[src/rtl/core/dcp_pkg.sv]
`default_nettype none

package dcp_pkg;

  typedef enum logic [3:0] {
    PH_IDLE,
    PH_TYPE,
    PH_COLOR,
    PH_COLOR_T,
    PH_DUR,
    PH_DUR_T,
    PH_SIZE,
    PH_SIZE_T,
    PH_QUOTE,
    PH_TEXT,
    PH_AFTER
  } phase_t;

  localparam logic [7:0] CH_DOLLAR    = 8'h24;
  localparam logic [7:0] CH_STAR      = 8'h2A;
  localparam logic [7:0] CH_COMMA     = 8'h2C;
  localparam logic [7:0] CH_QUOTE     = 8'h22;
  localparam logic [7:0] CH_BACKSLASH = 8'h5C;
  localparam logic [7:0] CH_PLUS      = 8'h2B;
  localparam logic [7:0] CH_MINUS     = 8'h2D;
  localparam logic [7:0] CH_ZERO      = 8'h30;
  localparam logic [7:0] CH_NINE      = 8'h39;

  localparam logic [23:0] TYPE_BLK = 24'h424C4B;
  localparam logic [23:0] TYPE_MSG = 24'h4D5347;
  localparam logic [23:0] TYPE_DEF = 24'h444546;

  localparam logic [1:0] KIND_BLK = 2'd0;
  localparam logic [1:0] KIND_MSG = 2'd1;
  localparam logic [1:0] KIND_DEF = 2'd2;

  localparam logic [31:0] MSG_DUR_RESET = 32'd35000;

  typedef struct packed {
    logic        status;
    logic [1:0]  kind;
    logic [2:0]  color;
    logic [2:0]  size;
    logic [31:0] dur;
    logic [5:0]  len;
  } result_t;

  // decimal accumulate with saturation at all ones
  function automatic logic [31:0] acc_digit(input logic [31:0] a, input logic [3:0] d);
    logic [35:0] v;
    v = {1'b0, a, 3'b000} + {3'b000, a, 1'b0} + {32'd0, d};
    acc_digit = (v[35:32] != 4'd0) ? 32'hFFFF_FFFF : v[31:0];
  endfunction

  // value mod 5 depends only on the last digit (10 is a multiple of 5)
  function automatic logic [2:0] digit_mod5(input logic [3:0] d);
    case (d)
      4'd0, 4'd5: digit_mod5 = 3'd0;
      4'd1, 4'd6: digit_mod5 = 3'd1;
      4'd2, 4'd7: digit_mod5 = 3'd2;
      4'd3, 4'd8: digit_mod5 = 3'd3;
      4'd4, 4'd9: digit_mod5 = 3'd4;
      default:    digit_mod5 = 3'd0;
    endcase
  endfunction

endpackage

`default_nettype wire

[src/rtl/core/display_command_parser.sv]
// display_command_parser
// Byte-serial parser for display command frames ($TYPE,color,... ending in '*').
// Input: one character per beat on s_axis; tready is high unless a finished
// frame is already queued behind the run currently being sent.
// Output: on each '*' the block sends a run of result beats on m_axis, one
// per stored text character, or a single beat for a frame without text or a
// rejected frame; tlast marks the final beat of the run.
// Throughput: one input byte per cycle while s_axis_tready is high; one result
// beat per cycle within a run while m_axis is not stalled, with a gap between runs.
// A frame result passes the queue entry, sender, read stage and output register.
// Text is held in a two-bank synchronous RAM: the parser fills one bank while
// the sender reads the other, so bytes of the next frame keep flowing while a
// run drains. A second '*' stalls input until the current run is fully read.
// A receiver stall on m_axis holds the output register and the read stage;
// the input side is not held by it until a second finished frame waits.
// cfg_we writes message_duration_ms from cfg_wdata; it is used for MSG frames.
// Reset: parser idle, no frame open, queue and output empty, message
// duration back to 35000 ms. RAM contents are not cleared.
`default_nettype none

module display_command_parser
  import dcp_pkg::*;
#(
  parameter int TEXT_MAX  = 64,
  parameter int FRAME_MAX = 128
) (
  input  wire logic        clk,
  input  wire logic        rst,
  input  wire logic        cfg_we,
  input  wire logic [31:0] cfg_wdata,
  input  wire logic        s_axis_tvalid,
  output logic             s_axis_tready,
  input  wire logic [7:0]  s_axis_tdata,   // [7:0] rx_byte
  output logic             m_axis_tvalid,
  input  wire logic        m_axis_tready,
  output logic [55:0]      m_axis_tdata,   // [2:0] color, [5:3] font_size,
                                           // [37:6] duration_ms, [43:38] text_length,
                                           // [51:44] text_char, [55:52] zero
  output logic [3:0]       m_axis_tuser,   // [0] status, [2:1] command_kind,
                                           // [3] char_valid
  output logic             m_axis_tlast
);

  localparam int TEXT_CAP  = ((TEXT_MAX - 1) > 63) ? 63 : (TEXT_MAX - 1);
  localparam int IDX_W     = $clog2(TEXT_CAP);
  localparam int CNT_W     = $clog2(TEXT_CAP + 1);
  localparam int MEM_DEPTH = 2 ** (IDX_W + 1);
  localparam int FC_W      = $clog2(FRAME_MAX + 1);
  localparam logic [FC_W-1:0]  FRAME_LIM = FC_W'(FRAME_MAX);
  localparam logic [CNT_W-1:0] CAP_LIM   = CNT_W'(TEXT_CAP);

  logic [31:0] msg_dur;

  // parser state
  phase_t          phase, phase_next;
  logic [23:0]     type_chars, type_chars_next;
  logic [2:0]      type_count, type_count_next;
  logic [1:0]      kind, kind_next;
  logic [31:0]     acc, acc_next;
  logic [2:0]      acc_mod5, acc_mod5_next;
  logic [2:0]      color, color_next;
  logic [2:0]      size, size_next;
  logic [CNT_W-1:0] tcount, tcount_next;
  logic [7:0]      last_char, last_char_next;
  logic [FC_W-1:0] fcount, fcount_next;
  logic            error, error_next;
  logic            wbank;

  // finished frame queue entry
  logic             desc_full;
  result_t          desc, desc_new;
  logic [CNT_W-1:0] desc_num, desc_num_new;
  logic             desc_text, desc_text_new;
  logic             push;

  // sender
  logic             em_busy;
  result_t          em;
  logic [CNT_W-1:0] em_num, em_idx;
  logic             em_text;
  logic             ebank, em_bank;

  logic             s1_valid, s1_cv, s1_last;
  result_t          s1;
  logic [7:0]       rdata;

  result_t          out_r;
  logic [7:0]       out_char;
  logic             out_cv, out_last;

  logic [7:0] text_mem [0:MEM_DEPTH-1];
  logic             mem_we;
  logic [IDX_W:0]   mem_wa;
  logic [7:0]       mem_wd;

  logic       in_fire, adv, load;
  logic [7:0] b;
  logic       num_field, is_digit, is_sign, in_tail, ok;
  phase_t     tail_phase;
  logic [FC_W-1:0] frame_inc;
  logic [CNT_W-1:0] tcount_m1;

  assign s_axis_tready = !(desc_full && em_busy);
  assign in_fire = s_axis_tvalid && s_axis_tready;
  assign b = s_axis_tdata;
  assign is_digit = (b >= CH_ZERO) && (b <= CH_NINE);
  assign is_sign = (b == CH_PLUS) || (b == CH_MINUS);
  assign tcount_m1 = tcount - CNT_W'(1);

  always_ff @(posedge clk) begin
    if (rst) begin
      msg_dur <= MSG_DUR_RESET;
    end else if (cfg_we) begin
      msg_dur <= cfg_wdata;
    end
  end

  always_comb begin
    phase_next      = phase;
    type_chars_next = type_chars;
    type_count_next = type_count;
    kind_next       = kind;
    acc_next        = acc;
    acc_mod5_next   = acc_mod5;
    color_next      = color;
    size_next       = size;
    tcount_next     = tcount;
    last_char_next  = last_char;
    fcount_next     = fcount;
    error_next      = error;
    mem_we          = 1'b0;
    mem_wa          = {wbank, tcount[IDX_W-1:0]};
    mem_wd          = b;
    push            = 1'b0;
    desc_new        = '0;
    desc_num_new    = CNT_W'(1);
    desc_text_new   = 1'b0;
    num_field       = 1'b0;
    ok              = 1'b0;
    frame_inc = (phase != PH_IDLE && fcount < FRAME_LIM) ? fcount + FC_W'(1) : fcount;

    case (phase)
      PH_COLOR, PH_COLOR_T: tail_phase = PH_COLOR_T;
      PH_DUR, PH_DUR_T:     tail_phase = PH_DUR_T;
      default:              tail_phase = PH_SIZE_T;
    endcase
    in_tail = (phase == tail_phase);

    if (in_fire) begin
      if (b == CH_DOLLAR) begin
        type_chars_next = '0;
        type_count_next = '0;
        kind_next       = KIND_BLK;
        acc_next        = '0;
        acc_mod5_next   = '0;
        color_next      = '0;
        size_next       = '0;
        tcount_next     = '0;
        error_next      = 1'b0;
        fcount_next     = FC_W'(1);
        phase_next      = PH_TYPE;
      end else if (b == CH_STAR) begin
        push = 1'b1;
        if (phase != PH_IDLE && !error && frame_inc < FRAME_LIM) begin
          if (kind == KIND_BLK) begin
            ok = (phase == PH_DUR) || (phase == PH_DUR_T);
          end else begin
            ok = (phase == PH_AFTER);
          end
        end
        if (!ok) begin
          desc_new.status = 1'b1;
        end else begin
          desc_new.kind  = kind;
          desc_new.color = color;
          desc_new.size  = (kind == KIND_BLK) ? 3'd0 : size;
          case (kind)
            KIND_BLK: desc_new.dur = acc;
            KIND_MSG: desc_new.dur = msg_dur;
            default:  desc_new.dur = '0;
          endcase
          if (kind != KIND_BLK && tcount != '0) begin
            desc_new.len  = 6'(tcount);
            desc_num_new  = tcount;
            desc_text_new = 1'b1;
          end
        end
        type_chars_next = '0;
        type_count_next = '0;
        kind_next       = KIND_BLK;
        acc_next        = '0;
        acc_mod5_next   = '0;
        color_next      = '0;
        size_next       = '0;
        tcount_next     = '0;
        error_next      = 1'b0;
        fcount_next     = '0;
        phase_next      = PH_IDLE;
      end else begin
        fcount_next = frame_inc;
        case (phase)
          PH_TYPE: begin
            if (b == CH_COMMA) begin
              acc_next      = '0;
              acc_mod5_next = '0;
              phase_next    = PH_COLOR;
              if (type_count == 3'd3 && type_chars == TYPE_BLK) begin
                kind_next = KIND_BLK;
              end else if (type_count == 3'd3 && type_chars == TYPE_MSG) begin
                kind_next = KIND_MSG;
              end else if (type_count == 3'd3 && type_chars == TYPE_DEF) begin
                kind_next = KIND_DEF;
              end else begin
                error_next = 1'b1;
                phase_next = PH_AFTER;
              end
            end else if (type_count < 3'd3) begin
              type_chars_next = {type_chars[15:0], b};
              type_count_next = type_count + 3'd1;
            end else begin
              type_count_next = 3'd4;
            end
          end
          PH_COLOR, PH_COLOR_T: begin
            if (b == CH_COMMA) begin
              color_next    = acc[2:0];
              acc_next      = '0;
              acc_mod5_next = '0;
              phase_next    = (kind == KIND_BLK) ? PH_DUR : PH_SIZE;
            end else begin
              num_field = 1'b1;
            end
          end
          PH_DUR, PH_DUR_T: begin
            num_field = 1'b1;
          end
          PH_SIZE, PH_SIZE_T: begin
            if (b == CH_COMMA) begin
              size_next     = acc_mod5;
              acc_next      = '0;
              acc_mod5_next = '0;
              phase_next    = PH_QUOTE;
            end else begin
              num_field = 1'b1;
            end
          end
          PH_QUOTE: begin
            if (b == CH_QUOTE) begin
              tcount_next = '0;
              phase_next  = PH_TEXT;
            end else begin
              error_next = 1'b1;
              phase_next = PH_AFTER;
            end
          end
          PH_TEXT: begin
            if (b == CH_QUOTE && tcount != '0 && last_char == CH_BACKSLASH) begin
              mem_we         = 1'b1;
              mem_wa         = {wbank, tcount_m1[IDX_W-1:0]};
              mem_wd         = CH_QUOTE;
              last_char_next = CH_QUOTE;
            end else if (b == CH_QUOTE) begin
              phase_next = PH_AFTER;
            end else if (tcount < CAP_LIM) begin
              mem_we         = 1'b1;
              last_char_next = b;
              tcount_next    = tcount + CNT_W'(1);
            end else begin
              error_next = 1'b1;
              phase_next = PH_AFTER;
            end
          end
          default: begin
          end
        endcase

        if (num_field) begin
          if (is_sign) begin
            error_next = 1'b1;
            phase_next = PH_AFTER;
          end else if (!in_tail && is_digit) begin
            acc_next      = acc_digit(acc, b[3:0]);
            acc_mod5_next = (acc_digit(acc, b[3:0]) == 32'hFFFF_FFFF) ? 3'd0
                                                                        : digit_mod5(b[3:0]);
          end else begin
            phase_next = tail_phase;
          end
        end
      end
    end
  end

  always_ff @(posedge clk) begin
    if (rst) begin
      phase      <= PH_IDLE;
      type_chars <= '0;
      type_count <= '0;
      kind       <= KIND_BLK;
      acc        <= '0;
      acc_mod5   <= '0;
      color      <= '0;
      size       <= '0;
      tcount     <= '0;
      fcount     <= '0;
      error      <= 1'b0;
      wbank      <= 1'b0;
    end else begin
      phase      <= phase_next;
      type_chars <= type_chars_next;
      type_count <= type_count_next;
      kind       <= kind_next;
      acc        <= acc_next;
      acc_mod5   <= acc_mod5_next;
      color      <= color_next;
      size       <= size_next;
      tcount     <= tcount_next;
      fcount     <= fcount_next;
      error      <= error_next;
      if (push) begin
        wbank <= !wbank;
      end
    end
  end

  always_ff @(posedge clk) begin
    last_char <= last_char_next;
    if (push) begin
      desc      <= desc_new;
      desc_num  <= desc_num_new;
      desc_text <= desc_text_new;
    end
  end

  // text RAM: parser writes one bank, sender reads the other
  always_ff @(posedge clk) begin
    if (mem_we) begin
      text_mem[mem_wa] <= mem_wd;
    end
  end

  always_ff @(posedge clk) begin
    if (adv) begin
      rdata <= text_mem[{em_bank, em_idx[IDX_W-1:0]}];
    end
  end

  assign adv  = !m_axis_tvalid || m_axis_tready;
  assign load = desc_full && !em_busy;

  always_ff @(posedge clk) begin
    if (rst) begin
      desc_full <= 1'b0;
      em_busy   <= 1'b0;
      ebank     <= 1'b0;
      s1_valid  <= 1'b0;
      m_axis_tvalid <= 1'b0;
    end else begin
      if (push) begin
        desc_full <= 1'b1;
      end else if (load) begin
        desc_full <= 1'b0;
      end
      if (load) begin
        em_busy <= 1'b1;
        ebank   <= !ebank;
      end else if (em_busy && adv && (em_idx + CNT_W'(1) == em_num)) begin
        em_busy <= 1'b0;
      end
      if (adv) begin
        s1_valid      <= em_busy;
        m_axis_tvalid <= s1_valid;
      end
    end
  end

  always_ff @(posedge clk) begin
    if (load) begin
      em      <= desc;
      em_num  <= desc_num;
      em_text <= desc_text;
      em_bank <= ebank;
      em_idx  <= '0;
    end else if (em_busy && adv) begin
      em_idx <= em_idx + CNT_W'(1);
    end
    if (adv) begin
      s1       <= em;
      s1_cv    <= em_text;
      s1_last  <= (em_idx + CNT_W'(1) == em_num);
      out_r    <= s1;
      out_cv   <= s1_cv;
      out_last <= s1_last;
      out_char <= s1_cv ? rdata : 8'd0;
    end
  end

  assign m_axis_tdata = {4'd0, out_char, out_r.len, out_r.dur, out_r.size, out_r.color};
  assign m_axis_tuser = {out_cv, out_r.kind, out_r.status};
  assign m_axis_tlast = out_last;

endmodule

`default_nettype wire

[config.mk]
export PLATFORM = sky130hd
export DESIGN_NAME = display_command_parser
export DESIGN_NICKNAME = d
export VERILOG_FILES = /design/src/rtl/core/dcp_pkg.sv /design/src/rtl/core/display_command_parser.sv
export SDC_FILE = /design/constraint.sdc
export NUM_CORES = 2
export LEC_CHECK = 0
export ABC_AREA = 1
export ABC_CLOCK_PERIOD_IN_PS = 9200
export BUFFER_PORTS_ARGS = -buffer_cell sky130_fd_sc_hd__buf_2
export CAP_MARGIN = 20
export CORE_MARGIN = 3
export CORE_UTILIZATION = 63
export CTS_CLUSTER_DIAMETER = 150
export DETAILED_ROUTE_END_ITERATION = 8
export PLACE_DENSITY = 0.78
export RECOVER_POWER = 100
export SETUP_SLACK_MARGIN = 0.05
export SLEW_MARGIN = 40
export SYNTH_ARGS = -nofsm -noshare
export SYNTH_HDL_FRONTEND = slang
export SYNTH_SLANG_ARGS = --single-unit
[constraint.sdc]
create_clock -name clk -period 9.2 [get_ports clk]
set_input_delay 2.3 -clock clk [delete_from_list [all_inputs] [get_ports clk]]
set_output_delay 2.3 -clock clk [all_outputs]
set_load 0.005 [all_outputs]
==> summary.md <==
| Metric | Value |
|---|---|
| Routability congestion estimate | 0.9809 |
| Worst ir drop on vdd | 0.1761 mV |
| Final ANT Viol Nets | 0 |
| Setup-failing EPs final | 0 |
| Seq cells post-synth | 1378 |
| Yosys Warn Count | 0 |
| FILL cells | about 6000 |
| Worst path top cell family by delay | simple AND/OR/NAND/NOR gates |
| Clock buffer count from CTS | between 100 and 150 |
| Hold Path Class | flip-flop to flip-flop |
| Worst-path fanout max | 35 |
| CP Launch Type | primary input |
| Total negative slack | 0 ns |
| Worst slew pin tran | between 5 and 6 ns |
| Synth Area in Compound Gates | 0.1252 |
| Yosys top cell area share | 0.6473 |
| CTS Hold Bufs | 0 |
| Core box area | ~0.090 mm2 |
| Avg WL per Cell | around 24 um |
| CTS Root Buffer Type | clkbuf_16 |
| Multiplexer share of the synthesized area | 0 |
| Pre-antenna DRT Iters | 6 |
| Power Total | about 14 mW |
| Max_cap viols | 20 |
| Die height | a little over 300 um |
| Setup Skew | a little over 0.03 ns |
| Initial antenna violation count | 2 |
| Starting Density | 0.6387 |
| Synth Area in XOR/XNOR | 0.003943 |
| Register area share after synthesis | 0.6934 |
| FFs w/ async S/R, synth | 0 |
| Setup CP Type | primary input to flip-flop |
| Clk_lat worst skew | between 0.7 and 0.8 ns |
| Period utilization | 0.7744 |
| DR vias/cell | between 6 and 7 |
| CP max stage delay | about 1.5 ns |
| First-pass GRT wire length | 231200 um |
| H-tree lvl count | 4 |
| CTS resizes | 0 |
| GR Overflow Total | 0 |
| Final Max Slew Viols | between 1000 and 1500 |
| Max_slew headroom | -2.368 |
| Bufs and invs on worst path | 4 |
| Critical path's most frequent cell | nor2_1 |
| Simple-gate area share of the yosys netlist | 0.1235 |
| Combinational family with the most area after synthesis | compound AO/OA/AOI/OAI gates |
| Synthesis-to-layout area growth | 9.461% |
| Leakage power | 21.53 nW |
| Final HPWL DP | 92730 um |
| Number of synthesized flops with an enable pin | about 1200 |
| Slowest CP cell | clkbuf_1 |
| Failing checks | max-capacitance violations, max-slew violations |
| Main synth FF type | edfxtp_1 |
| Die ar. | 0.09535 mm2 |
| Final Hold Vio Count | 0 |
| Worst r2r src | em_idx[0]$_SDFFE_PP0P_ |
| Fin crit period | 7.125 ns |
| Syn Area/Cell | 11.42 um2 |
| Critical Path AT | 7.51 ns |
| Syn Inst Count | 5058 |
| Worst path cell trace | clkbuf_1 > nor3_1 > clkinv_1 > nor2_1 > nor2_4 > inv_4 > nor2_1 > nand2_1 > nor2_1 > nand3_2 > xor2_2 > inv_1 > nor2_4 > nand2_1 > nor2_1 |
| Detailed Route Iter0 Violations | 6141 |
| Nets | 5161 |
| Post-synth cell types | 62 |
| # IOs | roughly 110 |
| Synth area leader | edfxtp_1 |
| Pwr Density | ~220 mW/mm2 |
| Crit end category | flip-flop |
| Fmax | 140.4 MHz |
| Clk sinks | 1378 |
| Largest net degree at the start of global routing | 239 |
| Rows | 110 |
| Final WL | 154100 um |
| GRT Total Usage | 0.3228 |
| Clk pin slew, worst setup/hold paths | 0.07 ns |
| Mapped cell area | 0.05776 mm2 |
| Critical Path RT | 9.59 ns |
| Largest cells by area after synthesis | edfxtp_1 65%, nor2_1 6.2%, o21ai_0 6.0%, dfxtp_1 4.6%, nand2_1 3.4% |
| Status | finished with violations |
| Worst setup path startpoint | s_axis_tdata[1] |
| PortBufs | between 100 and 150 |
| Layout cells sized above 1 | 0.06465 |
| Vias in the first global route | 38460 |
| CTS tree | done |
| Most frequent cells in the layout | 1245 x edfxtp_1, 979 x nor2_1, 695 x o21ai_0, 533 x nand2_1, 259 x o22ai_1 |
| DRC errors left | 0 |
| Clock buffer depth | 3 |
| Post-CTS setup buffers | 0 |
| RSZ-0062 raised after global routing | false |
| Most common cell after layout, fill and taps aside | edfxtp_1 |
| Via count | 40800 |
| Chip width | roughly 310 um |
| Hold Crit Start | desc[2]$_SDFFCE_PP0P_ |
| Synth Area in Adders | 0.01586 |
Yosys cell counts, types with 6 or more instances:
library cell / instances
nor3_1: 19
o22ai_1: 259
xor2_1: 8
clkinv_1: 6
o211ai_1: 17
nor2_2: 20
nand3b_1: 8
a21oi_1: 184
nand3_1: 126
nor2_1: 960
a211oi_1: 9
clkbuf_1: 275
nor2_4: 8
buf_2: 19
nand4_1: 15
buf_1: 11
edfxtp_1: 1245
o21ai_0: 694
o221ai_1: 51
inv_1: 244
o31ai_1: 7
nand2_4: 17
a32oi_1: 7
nand2_1: 524
a31oi_1: 13
a22oi_1: 15
dfxtp_1: 133
o311ai_0: 9
xnor2_1: 13
ha_1: 70
inv_2: 7
sequential cells by signal (all words and copies together), names as in the netlist, 24 cells and up:
signal	flops
text_mem	1024
desc	47
em	47
s1	47
m_axis_tdata	44
acc	32
msg_dur	32
type_chars	24
cells by family after synthesis:
logic type | after synthesis
fa+ha+maj | 72
simple gates | 1726
buf+inv | 571
flops | 1378
xor+xnor | 23
compound gates | 1287
other cells | 1
through the flow:
step	cells	setup WS, ns	instance area (um2)	hold WS (ns)	utilization
floorplan	5061	1.151	57770	0.4003	-
global placement	6078	2.614	59030	0.4003	0.6528
detailed placement	6079	2.450	59110	0.4045	0.6537
CTS	6325	3.232	63570	0.4121	0.7030
global route	6327	1.664	63210	0.4114	0.6991
finish	6330	2.075	63220	0.4064	0.6991
per-layer routing:
| metal | GRT usage | up-vias | routed length, um |
|---|---|---|---|
| met5 | 0 | - | 0 |
| met4 | 0.1532 | 0 | 7448 |
| met3 | 0.07114 | 460 | 17550 |
| met2 | 0.4949 | 2830 | 70370 |
| met1 | 0.4460 | 19420 | 58720 |
| li1 | - | 18090 | - |
worst paths after layout:
path / end / slack [ns] / cells past startpoint
worst max-delay path: text_mem[38][4]$_DFFE_PP_ / 2.08 / 15
worst min-delay path: em[2]$_DFFE_PP_ / 0.41 / 0
worst max register to register: rdata[0]$_DFFE_PN_ / 2.33 / 8
worst min register to register: em[2]$_DFFE_PP_ / 0.41 / 0
power by group:
part | switching (mW) | total [mW] | leakage, nW | internal, mW
sequential | 0.0611 | 6.92 | 12.6 | 6.86
clock | 2.37 | 5.53 | 2.18 | 3.17
combinational | 1.07 | 1.43 | 6.78 | 0.360
cell type report:
class / instances / area (um2) / share of cell area
Sequential cell: 1378 / 40060 / 0.6336
Antenna cell: 3 / 7.507 / 0.0001187
Multi-Input combinational cell: 3112 / 15360 / 0.2430
Clock buffer: 176 / 3730 / 0.05900
Tap cell: 1176 / 1471 / 0.02327
Timing Repair Buffer: 156 / 867.1 / 0.01372
Clock inverter: 70 / 728.2 / 0.01152
Inverter: 259 / 993.5 / 0.01571
No activity file was read; power rests on OpenSTA's default activity.
